$ cat config.mk
export PLATFORM = sky130hd
export DESIGN_NAME = route_pending_packet_buffer_top
export DESIGN_NICKNAME = d
export VERILOG_FILES = /design/src/rtl/rppb_pkg.sv /design/src/rtl/route_pending_packet_buffer_top.sv /design/src/rtl/rppb_ctrl.sv /design/src/rtl/rppb_datapath.sv
export SDC_FILE = /design/constraint.sdc
export NUM_CORES = 2
export LEC_CHECK = 0
export BUFFER_PORTS_ARGS = -buffer_cell sky130_fd_sc_hd__buf_2
export CAP_MARGIN = 20
export CORE_MARGIN = 2
export CORE_UTILIZATION = 45
export CTS_CLUSTER_SIZE = 30
export DETAILED_ROUTE_END_ITERATION = 12
export PLACE_DENSITY_LB_ADDON = 0.2
export SLEW_MARGIN = 10
export SYNTH_ARGS = -nofsm -noshare
export SYNTH_HDL_FRONTEND = slang
export SYNTH_SLANG_ARGS = --single-unit
$ cat constraint.sdc
create_clock -name clk -period 16.2 [get_ports clk]
set_input_delay 0.81 -clock clk [delete_from_list [all_inputs] [get_ports clk]]
set_output_delay 0.81 -clock clk [all_outputs]
set_load 0.005 [all_outputs]
$ cat src/rtl/rppb_pkg.sv
// ----------------------------------------------------------------------------
// rppb_pkg
// Types, codes and sizes shared by the route pending packet buffer.
// ----------------------------------------------------------------------------
package rppb_pkg;

    localparam int DEPTH       = 32;
    localparam int HANDLE_BITS = 16;
    localparam int IDX_W       = $clog2(DEPTH);
    localparam int CNT_W       = $clog2(DEPTH + 1);

    localparam logic [1:0] OP_ADD   = 2'd0;
    localparam logic [1:0] OP_VERD  = 2'd1;
    localparam logic [1:0] OP_SWEEP = 2'd2;
    localparam logic [1:0] OP_FLUSH = 2'd3;

    localparam logic [1:0] V_SEND = 2'd0;
    localparam logic [1:0] V_ENC  = 2'd1;
    localparam logic [1:0] V_DROP = 2'd2;

    localparam logic [1:0] ACT_FWD  = 2'd0;
    localparam logic [1:0] ACT_ENC  = 2'd1;
    localparam logic [1:0] ACT_DROP = 2'd2;
    localparam logic [1:0] ACT_SUM  = 2'd3;

    localparam logic [1:0] CFG_LIMIT   = 2'd0;
    localparam logic [1:0] CFG_MAX_AGE = 2'd1;
    localparam logic [1:0] CFG_MAC     = 2'd2;
    localparam logic [1:0] CFG_GATEWAY = 2'd3;

    typedef enum logic [2:0] {
        S_IDLE,
        S_COUNT,
        S_EMIT,
        S_APPEND,
        S_SUM
    } state_t;

    typedef struct packed {
        logic [HANDLE_BITS-1:0] hnd;
        logic [31:0]            dst;
        logic [31:0]            stamp;
        logic                   is_ip;
    } entry_t;

    typedef struct packed {
        logic latch;
        logic clr_walk;
        logic count_step;
        logic emit_step;
        logic walk_end;
        logic append;
        logic send_sum;
    } cmd_t;

    typedef struct packed {
        logic       walk_done;
        logic       out_free;
        logic       evict_in;
        logic       err_in;
        logic [1:0] op_in;
        logic [1:0] op_cur;
    } sts_t;

endpackage

$ cat src/rtl/route_pending_packet_buffer_top.sv
// ----------------------------------------------------------------------------
// route_pending_packet_buffer_top
// Ordered buffer of packet handles awaiting a route.
// ----------------------------------------------------------------------------
// Input channel (in_valid/in_ready) takes one operation item: add, verdict,
// age sweep or flush. Output channel (out_valid/out_ready) returns one item
// per entry removed (a flush gives none), then a summary item with last_result set.
// The block works on one operation at a time; in_ready is high only when idle.
// Verdict and sweep walk the stored entries twice, once to count removals and
// once to emit and compact; a verdict to send with no route found skips both
// walks. An add that evicts walks once to remove the oldest entry; a plain add
// and a flush do not walk.
// A stalled receiver holds the output register and pauses the walk on the next
// removed entry; kept entries still move down meanwhile.
// Reset empties the queue and loads the register defaults: limit 32, maximum
// age 10000 ms, IP mode, gateway 0. Write configuration only while idle.
// ----------------------------------------------------------------------------
module route_pending_packet_buffer_top
    import rppb_pkg::*;
(
    input  logic                   clk,
    input  logic                   rst_n,
    input  logic                   cfg_write_en,
    input  logic [1:0]             cfg_index,
    input  logic [31:0]            cfg_data,
    input  logic                   in_valid,
    output logic                   in_ready,
    input  logic [1:0]             opcode,
    input  logic [HANDLE_BITS-1:0] packet_handle,
    input  logic [31:0]            dest_address,
    input  logic [1:0]             verdict,
    input  logic                   route_found,
    input  logic                   is_ip_datagram,
    input  logic [31:0]            current_time,
    output logic                   out_valid,
    input  logic                   out_ready,
    output logic [HANDLE_BITS-1:0] packet_handle_out,
    output logic [1:0]             action,
    output logic [5:0]             send_slot,
    output logic [31:0]            tunnel_address,
    output logic [5:0]             processed_count,
    output logic                   status,
    output logic [5:0]             queue_length,
    output logic                   last_result
);

    cmd_t cmd;
    sts_t sts;

    rppb_ctrl u_ctrl (
        .clk      (clk),
        .rst_n    (rst_n),
        .in_valid (in_valid),
        .in_ready (in_ready),
        .sts      (sts),
        .cmd      (cmd)
    );

    rppb_datapath u_dp (
        .clk               (clk),
        .rst_n             (rst_n),
        .cmd               (cmd),
        .sts               (sts),
        .cfg_write_en      (cfg_write_en),
        .cfg_index         (cfg_index),
        .cfg_data          (cfg_data),
        .opcode            (opcode),
        .packet_handle     (packet_handle),
        .dest_address      (dest_address),
        .verdict           (verdict),
        .route_found       (route_found),
        .is_ip_datagram    (is_ip_datagram),
        .current_time      (current_time),
        .out_valid         (out_valid),
        .out_ready         (out_ready),
        .packet_handle_out (packet_handle_out),
        .action            (action),
        .send_slot         (send_slot),
        .tunnel_address    (tunnel_address),
        .processed_count   (processed_count),
        .status            (status),
        .queue_length      (queue_length),
        .last_result       (last_result)
    );

endmodule

$ cat src/rtl/rppb_ctrl.sv
// ----------------------------------------------------------------------------
// rppb_ctrl
// Sequencer: accepts an item, runs the count and compaction walks that the
// operation needs, closes with the summary item.
// ----------------------------------------------------------------------------
module rppb_ctrl
    import rppb_pkg::*;
(
    input  logic clk,
    input  logic rst_n,
    input  logic in_valid,
    output logic in_ready,
    input  sts_t sts,
    output cmd_t cmd
);

    state_t state_reg, state_next;

    always_ff @(posedge clk or negedge rst_n)
    begin
        if (!rst_n)
        begin
            state_reg <= S_IDLE;
        end
        else
        begin
            state_reg <= state_next;
        end
    end

    always_comb
    begin
        state_next = state_reg;
        cmd        = '0;
        in_ready   = 1'b0;
        case (state_reg)
            S_IDLE:
            begin
                in_ready = 1'b1;
                if (in_valid)
                begin
                    cmd.latch = 1'b1;
                    if (sts.op_in == OP_FLUSH || sts.err_in)
                        state_next = S_SUM;
                    else if (sts.op_in == OP_ADD)
                        state_next = sts.evict_in ? S_EMIT : S_APPEND;
                    else
                        state_next = S_COUNT;
                end
            end
            S_COUNT:
            begin
                if (sts.walk_done)
                begin
                    cmd.clr_walk = 1'b1;
                    state_next   = S_EMIT;
                end
                else
                begin
                    cmd.count_step = 1'b1;
                end
            end
            S_EMIT:
            begin
                if (sts.walk_done)
                begin
                    cmd.walk_end = 1'b1;
                    state_next   = (sts.op_cur == OP_ADD) ? S_APPEND : S_SUM;
                end
                else
                begin
                    cmd.emit_step = 1'b1;
                end
            end
            S_APPEND:
            begin
                cmd.append = 1'b1;
                state_next = S_SUM;
            end
            S_SUM:
            begin
                if (sts.out_free)
                begin
                    cmd.send_sum = 1'b1;
                    state_next   = S_IDLE;
                end
            end
            default:
            begin
                state_next = S_IDLE;
            end
        endcase
    end

endmodule

$ cat src/rtl/rppb_datapath.sv
// ----------------------------------------------------------------------------
// rppb_datapath
// Entry store, walk counters, configuration registers and output register.
// ----------------------------------------------------------------------------
module rppb_datapath
    import rppb_pkg::*;
(
    input  logic                   clk,
    input  logic                   rst_n,
    input  cmd_t                   cmd,
    output sts_t                   sts,
    input  logic                   cfg_write_en,
    input  logic [1:0]             cfg_index,
    input  logic [31:0]            cfg_data,
    input  logic [1:0]             opcode,
    input  logic [HANDLE_BITS-1:0] packet_handle,
    input  logic [31:0]            dest_address,
    input  logic [1:0]             verdict,
    input  logic                   route_found,
    input  logic                   is_ip_datagram,
    input  logic [31:0]            current_time,
    output logic                   out_valid,
    input  logic                   out_ready,
    output logic [HANDLE_BITS-1:0] packet_handle_out,
    output logic [1:0]             action,
    output logic [5:0]             send_slot,
    output logic [31:0]            tunnel_address,
    output logic [5:0]             processed_count,
    output logic                   status,
    output logic [5:0]             queue_length,
    output logic                   last_result
);

    entry_t mem [DEPTH];

    logic [5:0]  limit_reg;
    logic [31:0] max_age_reg;
    logic        mac_reg;
    logic [31:0] gateway_reg;

    logic [CNT_W-1:0] occ_reg;
    logic [CNT_W-1:0] idx_reg;
    logic [CNT_W-1:0] wr_reg;
    logic [CNT_W-1:0] kill_cnt_reg;
    logic [CNT_W-1:0] slot_reg;
    logic             out_valid_reg;

    logic [1:0]             op_reg;
    logic [HANDLE_BITS-1:0] hnd_reg;
    logic [31:0]            dst_reg;
    logic [1:0]             verd_reg;
    logic                   isip_reg;
    logic [31:0]            now_reg;
    logic                   err_reg;
    logic                   evict_reg;

    logic [HANDLE_BITS-1:0] o_hnd_reg;
    logic [1:0]             o_act_reg;
    logic [5:0]             o_slot_reg;
    logic [31:0]            o_tun_reg;
    logic [5:0]             o_cnt_reg;
    logic                   o_st_reg;
    logic [5:0]             o_len_reg;
    logic                   o_last_reg;

    entry_t           rd;
    logic [31:0]      age;
    logic             kill;
    logic             is_send;
    logic [1:0]       kill_act;
    logic [CNT_W-1:0] lim;
    logic [CNT_W-1:0] final_len;
    logic             out_free;
    logic             load_entry;

    assign rd       = mem[idx_reg[IDX_W-1:0]];
    assign age      = now_reg - rd.stamp;
    assign out_free = !out_valid_reg || out_ready;

    always_comb
    begin
        case (op_reg)
            OP_VERD:  kill = (rd.dst == dst_reg);
            OP_SWEEP: kill = (age > max_age_reg);
            OP_ADD:   kill = evict_reg && (idx_reg == '0);
            default:  kill = 1'b0;
        endcase
    end

    always_comb
    begin
        kill_act = ACT_DROP;
        if (op_reg == OP_VERD)
        begin
            if (verd_reg == V_SEND)
                kill_act = ACT_FWD;
            else if (verd_reg == V_ENC && !mac_reg && rd.is_ip)
                kill_act = ACT_ENC;
        end
    end
    assign is_send = (kill_act == ACT_FWD) || (kill_act == ACT_ENC);

    // limit of zero acts as one, above the store depth as the depth
    always_comb
    begin
        if (limit_reg == '0)
            lim = CNT_W'(1);
        else if ({1'b0, limit_reg} > 7'(DEPTH))
            lim = CNT_W'(DEPTH);
        else
            lim = CNT_W'(limit_reg);
    end

    assign final_len  = occ_reg - kill_cnt_reg + CNT_W'(op_reg == OP_ADD);
    assign load_entry = cmd.emit_step && (idx_reg != occ_reg) && kill && out_free;

    assign sts.walk_done = (idx_reg == occ_reg);
    assign sts.out_free  = out_free;
    assign sts.evict_in  = (opcode == OP_ADD) && (occ_reg >= lim);
    assign sts.err_in    = (opcode == OP_VERD) && (verdict == V_SEND) && !route_found;
    assign sts.op_in     = opcode;
    assign sts.op_cur    = op_reg;

    always_ff @(posedge clk or negedge rst_n)
    begin
        if (!rst_n)
        begin
            limit_reg   <= 6'd32;
            max_age_reg <= 32'd10000;
            mac_reg     <= 1'b0;
            gateway_reg <= '0;
        end
        else if (cfg_write_en)
        begin
            case (cfg_index)
                CFG_LIMIT:   limit_reg   <= cfg_data[5:0];
                CFG_MAX_AGE: max_age_reg <= cfg_data;
                CFG_MAC:     mac_reg     <= cfg_data[0];
                CFG_GATEWAY: gateway_reg <= cfg_data;
                default:     mac_reg     <= mac_reg;
            endcase
        end
    end

    always_ff @(posedge clk or negedge rst_n)
    begin
        if (!rst_n)
        begin
            occ_reg       <= '0;
            idx_reg       <= '0;
            wr_reg        <= '0;
            kill_cnt_reg  <= '0;
            slot_reg      <= '0;
            out_valid_reg <= 1'b0;
        end
        else
        begin
            if (load_entry || cmd.send_sum)
                out_valid_reg <= 1'b1;
            else if (out_ready)
                out_valid_reg <= 1'b0;

            if (cmd.latch)
            begin
                idx_reg      <= '0;
                wr_reg       <= '0;
                slot_reg     <= '0;
                kill_cnt_reg <= CNT_W'(sts.evict_in);
            end
            if (cmd.clr_walk)
            begin
                idx_reg  <= '0;
                wr_reg   <= '0;
                slot_reg <= '0;
            end
            if (cmd.count_step && !sts.walk_done)
            begin
                idx_reg      <= idx_reg + CNT_W'(1);
                kill_cnt_reg <= kill_cnt_reg + CNT_W'(kill);
            end
            if (cmd.emit_step && !sts.walk_done)
            begin
                if (!kill)
                begin
                    wr_reg  <= wr_reg + CNT_W'(1);
                    idx_reg <= idx_reg + CNT_W'(1);
                end
                else if (out_free)
                begin
                    idx_reg <= idx_reg + CNT_W'(1);
                    if (is_send)
                        slot_reg <= slot_reg + CNT_W'(1);
                end
            end
            if (cmd.walk_end)
                occ_reg <= wr_reg;
            if (cmd.append)
                occ_reg <= occ_reg + CNT_W'(1);
            if (cmd.send_sum && op_reg == OP_FLUSH)
                occ_reg <= '0;
        end
    end

    // entry store: copy kept entries down, append at the tail
    always_ff @(posedge clk)
    begin
        if (cmd.emit_step && !sts.walk_done && !kill)
            mem[wr_reg[IDX_W-1:0]] <= rd;
        else if (cmd.append)
            mem[occ_reg[IDX_W-1:0]] <= '{hnd: hnd_reg, dst: dst_reg,
                                          stamp: now_reg, is_ip: isip_reg};
    end

    always_ff @(posedge clk)
    begin
        if (cmd.latch)
        begin
            op_reg    <= opcode;
            hnd_reg   <= packet_handle;
            dst_reg   <= dest_address;
            verd_reg  <= verdict;
            isip_reg  <= is_ip_datagram;
            now_reg   <= current_time;
            err_reg   <= sts.err_in;
            evict_reg <= sts.evict_in;
        end
        if (load_entry)
        begin
            o_hnd_reg  <= rd.hnd;
            o_act_reg  <= kill_act;
            o_slot_reg <= is_send ? 6'(slot_reg) : '0;
            o_tun_reg  <= (kill_act == ACT_ENC) ? gateway_reg : '0;
            o_cnt_reg  <= '0;
            o_st_reg   <= 1'b0;
            o_len_reg  <= 6'(final_len);
            o_last_reg <= 1'b0;
        end
        else if (cmd.send_sum)
        begin
            o_hnd_reg  <= '0;
            o_act_reg  <= ACT_SUM;
            o_slot_reg <= '0;
            o_tun_reg  <= '0;
            o_cnt_reg  <= (op_reg == OP_FLUSH) ? 6'(occ_reg) : 6'(kill_cnt_reg);
            o_st_reg   <= err_reg;
            o_len_reg  <= (op_reg == OP_FLUSH) ? '0 : 6'(occ_reg);
            o_last_reg <= 1'b1;
        end
    end

    assign out_valid         = out_valid_reg;
    assign packet_handle_out = o_hnd_reg;
    assign action            = o_act_reg;
    assign send_slot         = o_slot_reg;
    assign tunnel_address    = o_tun_reg;
    assign processed_count   = o_cnt_reg;
    assign status            = o_st_reg;
    assign queue_length      = o_len_reg;
    assign last_result       = o_last_reg;

endmodule

==> impl_metrics.tcl <==
set metrics [dict create \
    synth_xor_area_share_pct 0.489 \
    cp.required_ps 16730 \
    async_flop_share_pct 3.68 \
    area_growth_pct 14.4 \
    design.portCount 197 \
    cts_tree "done" \
    min_period_ps 11430 \
    critical_path_cell_count 27 \
    ys_seq_area_share_pct 75.4 \
    numCtsBuffers 312 \
    hp-start "dest_address[28]" \
    rows 183 \
    htreeDepth 5 \
    yosysMostFrequentCell "edfxtp_1" \
    ir_drop_v 0.000135 \
    synth_top_family_by_area "multiplexers" \
    grt_max_degree 112 \
    cpMaxStageDelayCell "nor2_4" \
    synthDistinctLibCells 85 \
    grt_pass1_wl_um 428000 \
    critPathBufInv 2 \
    hold_path_end "u_dp.dst_reg[28]" \
    via_count 57300 \
    whs_path_depth 1 \
    clkTransAtPathRegs_ps 60 \
    rr_startpoint "u_dp.idx_reg[0]" \
    syn_area_per_cell_um2 20.6 \
    synth_area_mm2 0.113 \
    grt_setup_unrepaired "false" \
    hp-class "in -> reg" \
    yosys.area_share.adder_pct 1.00 \
    largest_reg_flops 2592 \
    r2r_end "u_dp.mem[23][33]" \
    rrSetupSlack_ps 4770 \
    first_global_vias 57500 \
    synth-seq-cells 2854 \
    antenna_found_initial 13 \
    clock.fmax_mhz 87.5 \
    yosys.area_share.simple_pct 2.94 \
    die_h_um 505 \
    outcome "completed" \
    crit_start "u_dp.idx_reg[0]" \
    die_width_um 505 \
    cts.path.max_buffers 4 \
    drc 0 \
    overflow 0 \
    gp_congestion 0.814 \
    nets 6152 \
    p_per_area_mw_per_mm2 194 \
    critPathKind "reg -> reg" \
    wl_um 298000 \
    ant_nets 0 \
    drive_gt1_share_pct 27.0 \
    p_leak_nw 41.5 \
    setup_slack_ps 4770 \
    cts_setup_buffers 0 \
    root_buffer "clkbuf_16" \
    cpPeakStageDelay_ps 890 \
    worst_pin_slew_ps 1240 \
    netlist.area_leader.share_pct 72.9 \
    synth-warning-count 0 \
    syn_nets 5684 \
    final.setup.tns_ps 0 \
    io_buffers 196 \
    start_util_pct 45.3 \
    synthFlopType "edfxtp_1" \
    hpwlAfterDp_um 167000 \
    cp_max_fo 74 \
    cts_resized 0 \
    drt_iter0_markers 6760 \
    dieArea_mm2 0.255 \
    crit_arrival_ps 11960 \
    grt_usage_pct 23.3 \
    setup_viol 0 \
    fin_worst_skew_ps 62.0 \
    slew_headroom_pct 17.5 \
    netlist_instances 5470 \
    post_drt_wl_per_cell_um 31.4 \
    cts_sinks 2854 \
    crit_top_cell "a21oi_1" \
    hold_violations 0 \
    ys_top_cells_by_count "edfxtp_1, mux4_2, mux2i_1, nor2_1, clkbuf_1" \
    clk_latency_ps 950 \
    crit_family "compound AO/OA/AOI/OAI gates" \
    slew_violations 0 \
    firstDrtPassIters 5 \
    core_area_mm2 0.249 \
    worstSetupStartpointType "register" \
    synth_compound_area_share_pct 2.89 \
    pre_cts_ws_ps 4840 \
    fin_crit_sh_pct 70.6 \
    muxShareOfSynthArea_pct 15.9 \
    maxCapViolCount 0 \
    viasPerCell 6.04 \
    ff2ff_path_depth 27 \
    endpoint_kind "register" \
    synth_area_leaders "edfxtp_1, mux4_2, dfrtp_1, mux2i_1, ha_1" \
    synth_top_cell_by_area "edfxtp_1" \
    synth_edf_count 2741 \
]
==> where the power goes <==
part | internal [mW] | switching [mW] | total, mW
clock network | 3.97 | 2.80 | 6.77
registers | 10.4 | 0.212 | 10.6
logic | 2.75 | 4.89 | 7.64
total | 17.1 | 7.90 | 25.0
==> metrics by stage <==
stage | hold slack, ps | utilization (%) | total power, mW | instance area, um^2 | cells
5_1_grt | 22.5 | 51.8 | 26.1 | 129000 | 9493
3_3_place_gp | 460 | 47.7 | 18.2 | 119000 | 8898
2_1_floorplan | 446 | - | 15.5 | 113000 | 5470
3_5_place_dp | 470 | 47.8 | 18.4 | 119000 | 8910
4_1_cts | 0.0589 | 51.8 | 25.1 | 129000 | 9483
6_report | 65.3 | 51.8 | 25.0 | 129000 | 9495
==> logic make-up after synthesis <==
logic type / Yosys count
xor+xnor: 63
buf+inv: 348
flops: 2854
mux: 970
fa+ha+maj: 89
simple gates: 673
compound gates: 473
==> worst register-to-register path: stages (launching register included) <==
cell,delay [ps]
dfrtp_4,760
buf_12,560
mux4_2,680
mux4_2,480
mux2i_1,660
ha_1,410
a21o_1,210
a21oi_1,230
o21bai_1,120
a2111oi_0,590
o21ai_0,410
a211o_1,380
o211ai_1,220
o211ai_1,190
a21o_1,180
a21oi_1,170
xnor2_1,80
ha_1,290
nand4_1,130
nor4_1,350
nand2_1,120
o311ai_0,470
o21ai_0,320
a21oi_1,560
and2_1,330
a32oi_2,340
nor2_4,900
buf_4,810
==> cell usage in the layout, fill, tap and decap left out, types with 57 or more instances in the layout <==
| cell | instances |
|---|---|
| a21oi_1 | 82 |
| o21ai_0 | 57 |
| dfrtp_1 | 94 |
| clkbuf_16 | 319 |
| nand2_1 | 116 |
| mux2i_1 | 237 |
| nand2b_1 | 60 |
| buf_4 | 163 |
| nor2_1 | 195 |
| edfxtp_1 | 2741 |
| nand3_1 | 63 |
| a22oi_1 | 89 |
| mux4_2 | 648 |
| mux2_2 | 81 |
| clkinv_1 | 69 |
| ha_1 | 87 |
| inv_1 | 66 |
| buf_2 | 196 |
==> worst max path at each step <==
stage,end,slack (ps)
after floorplan,u_dp.mem[3][0],3900
after global placement,u_dp.mem[23][38],4690
after detailed placement,u_dp.mem[23][76],4840
after CTS,u_dp.mem[23][39],4740
after global routing,u_dp.mem[16][68],3920
final,u_dp.mem[23][33],4770
==> timing repair <==
item | CTS | global route
hold buffers | 39 | 0
endpoints found under the setup margin | 0 | 0
endpoints found under the hold margin | 82 | 0
==> final cells by class <==
type,instances,area (um^2)
sequential,2854,85100
clock inverter,155,1350
clock buffer,379,8250
timing repair buffer,432,3170
fill,19600,120000
multi-input combinational,2268,26800
tap,3330,4170
inverter,70,270
antenna,7,17.5
==> metal layers <==
layer  vias to the layer above  track usage (%)  wire length (um)
met5                         -                0                52
met1                     31000             34.7            130000
met3                       354             4.02             22700
li1                      23500                -                 -
met4                         8             5.02              5240
met2                      2418             36.1            140000
No activity file was read; power rests on OpenSTA's default activity.
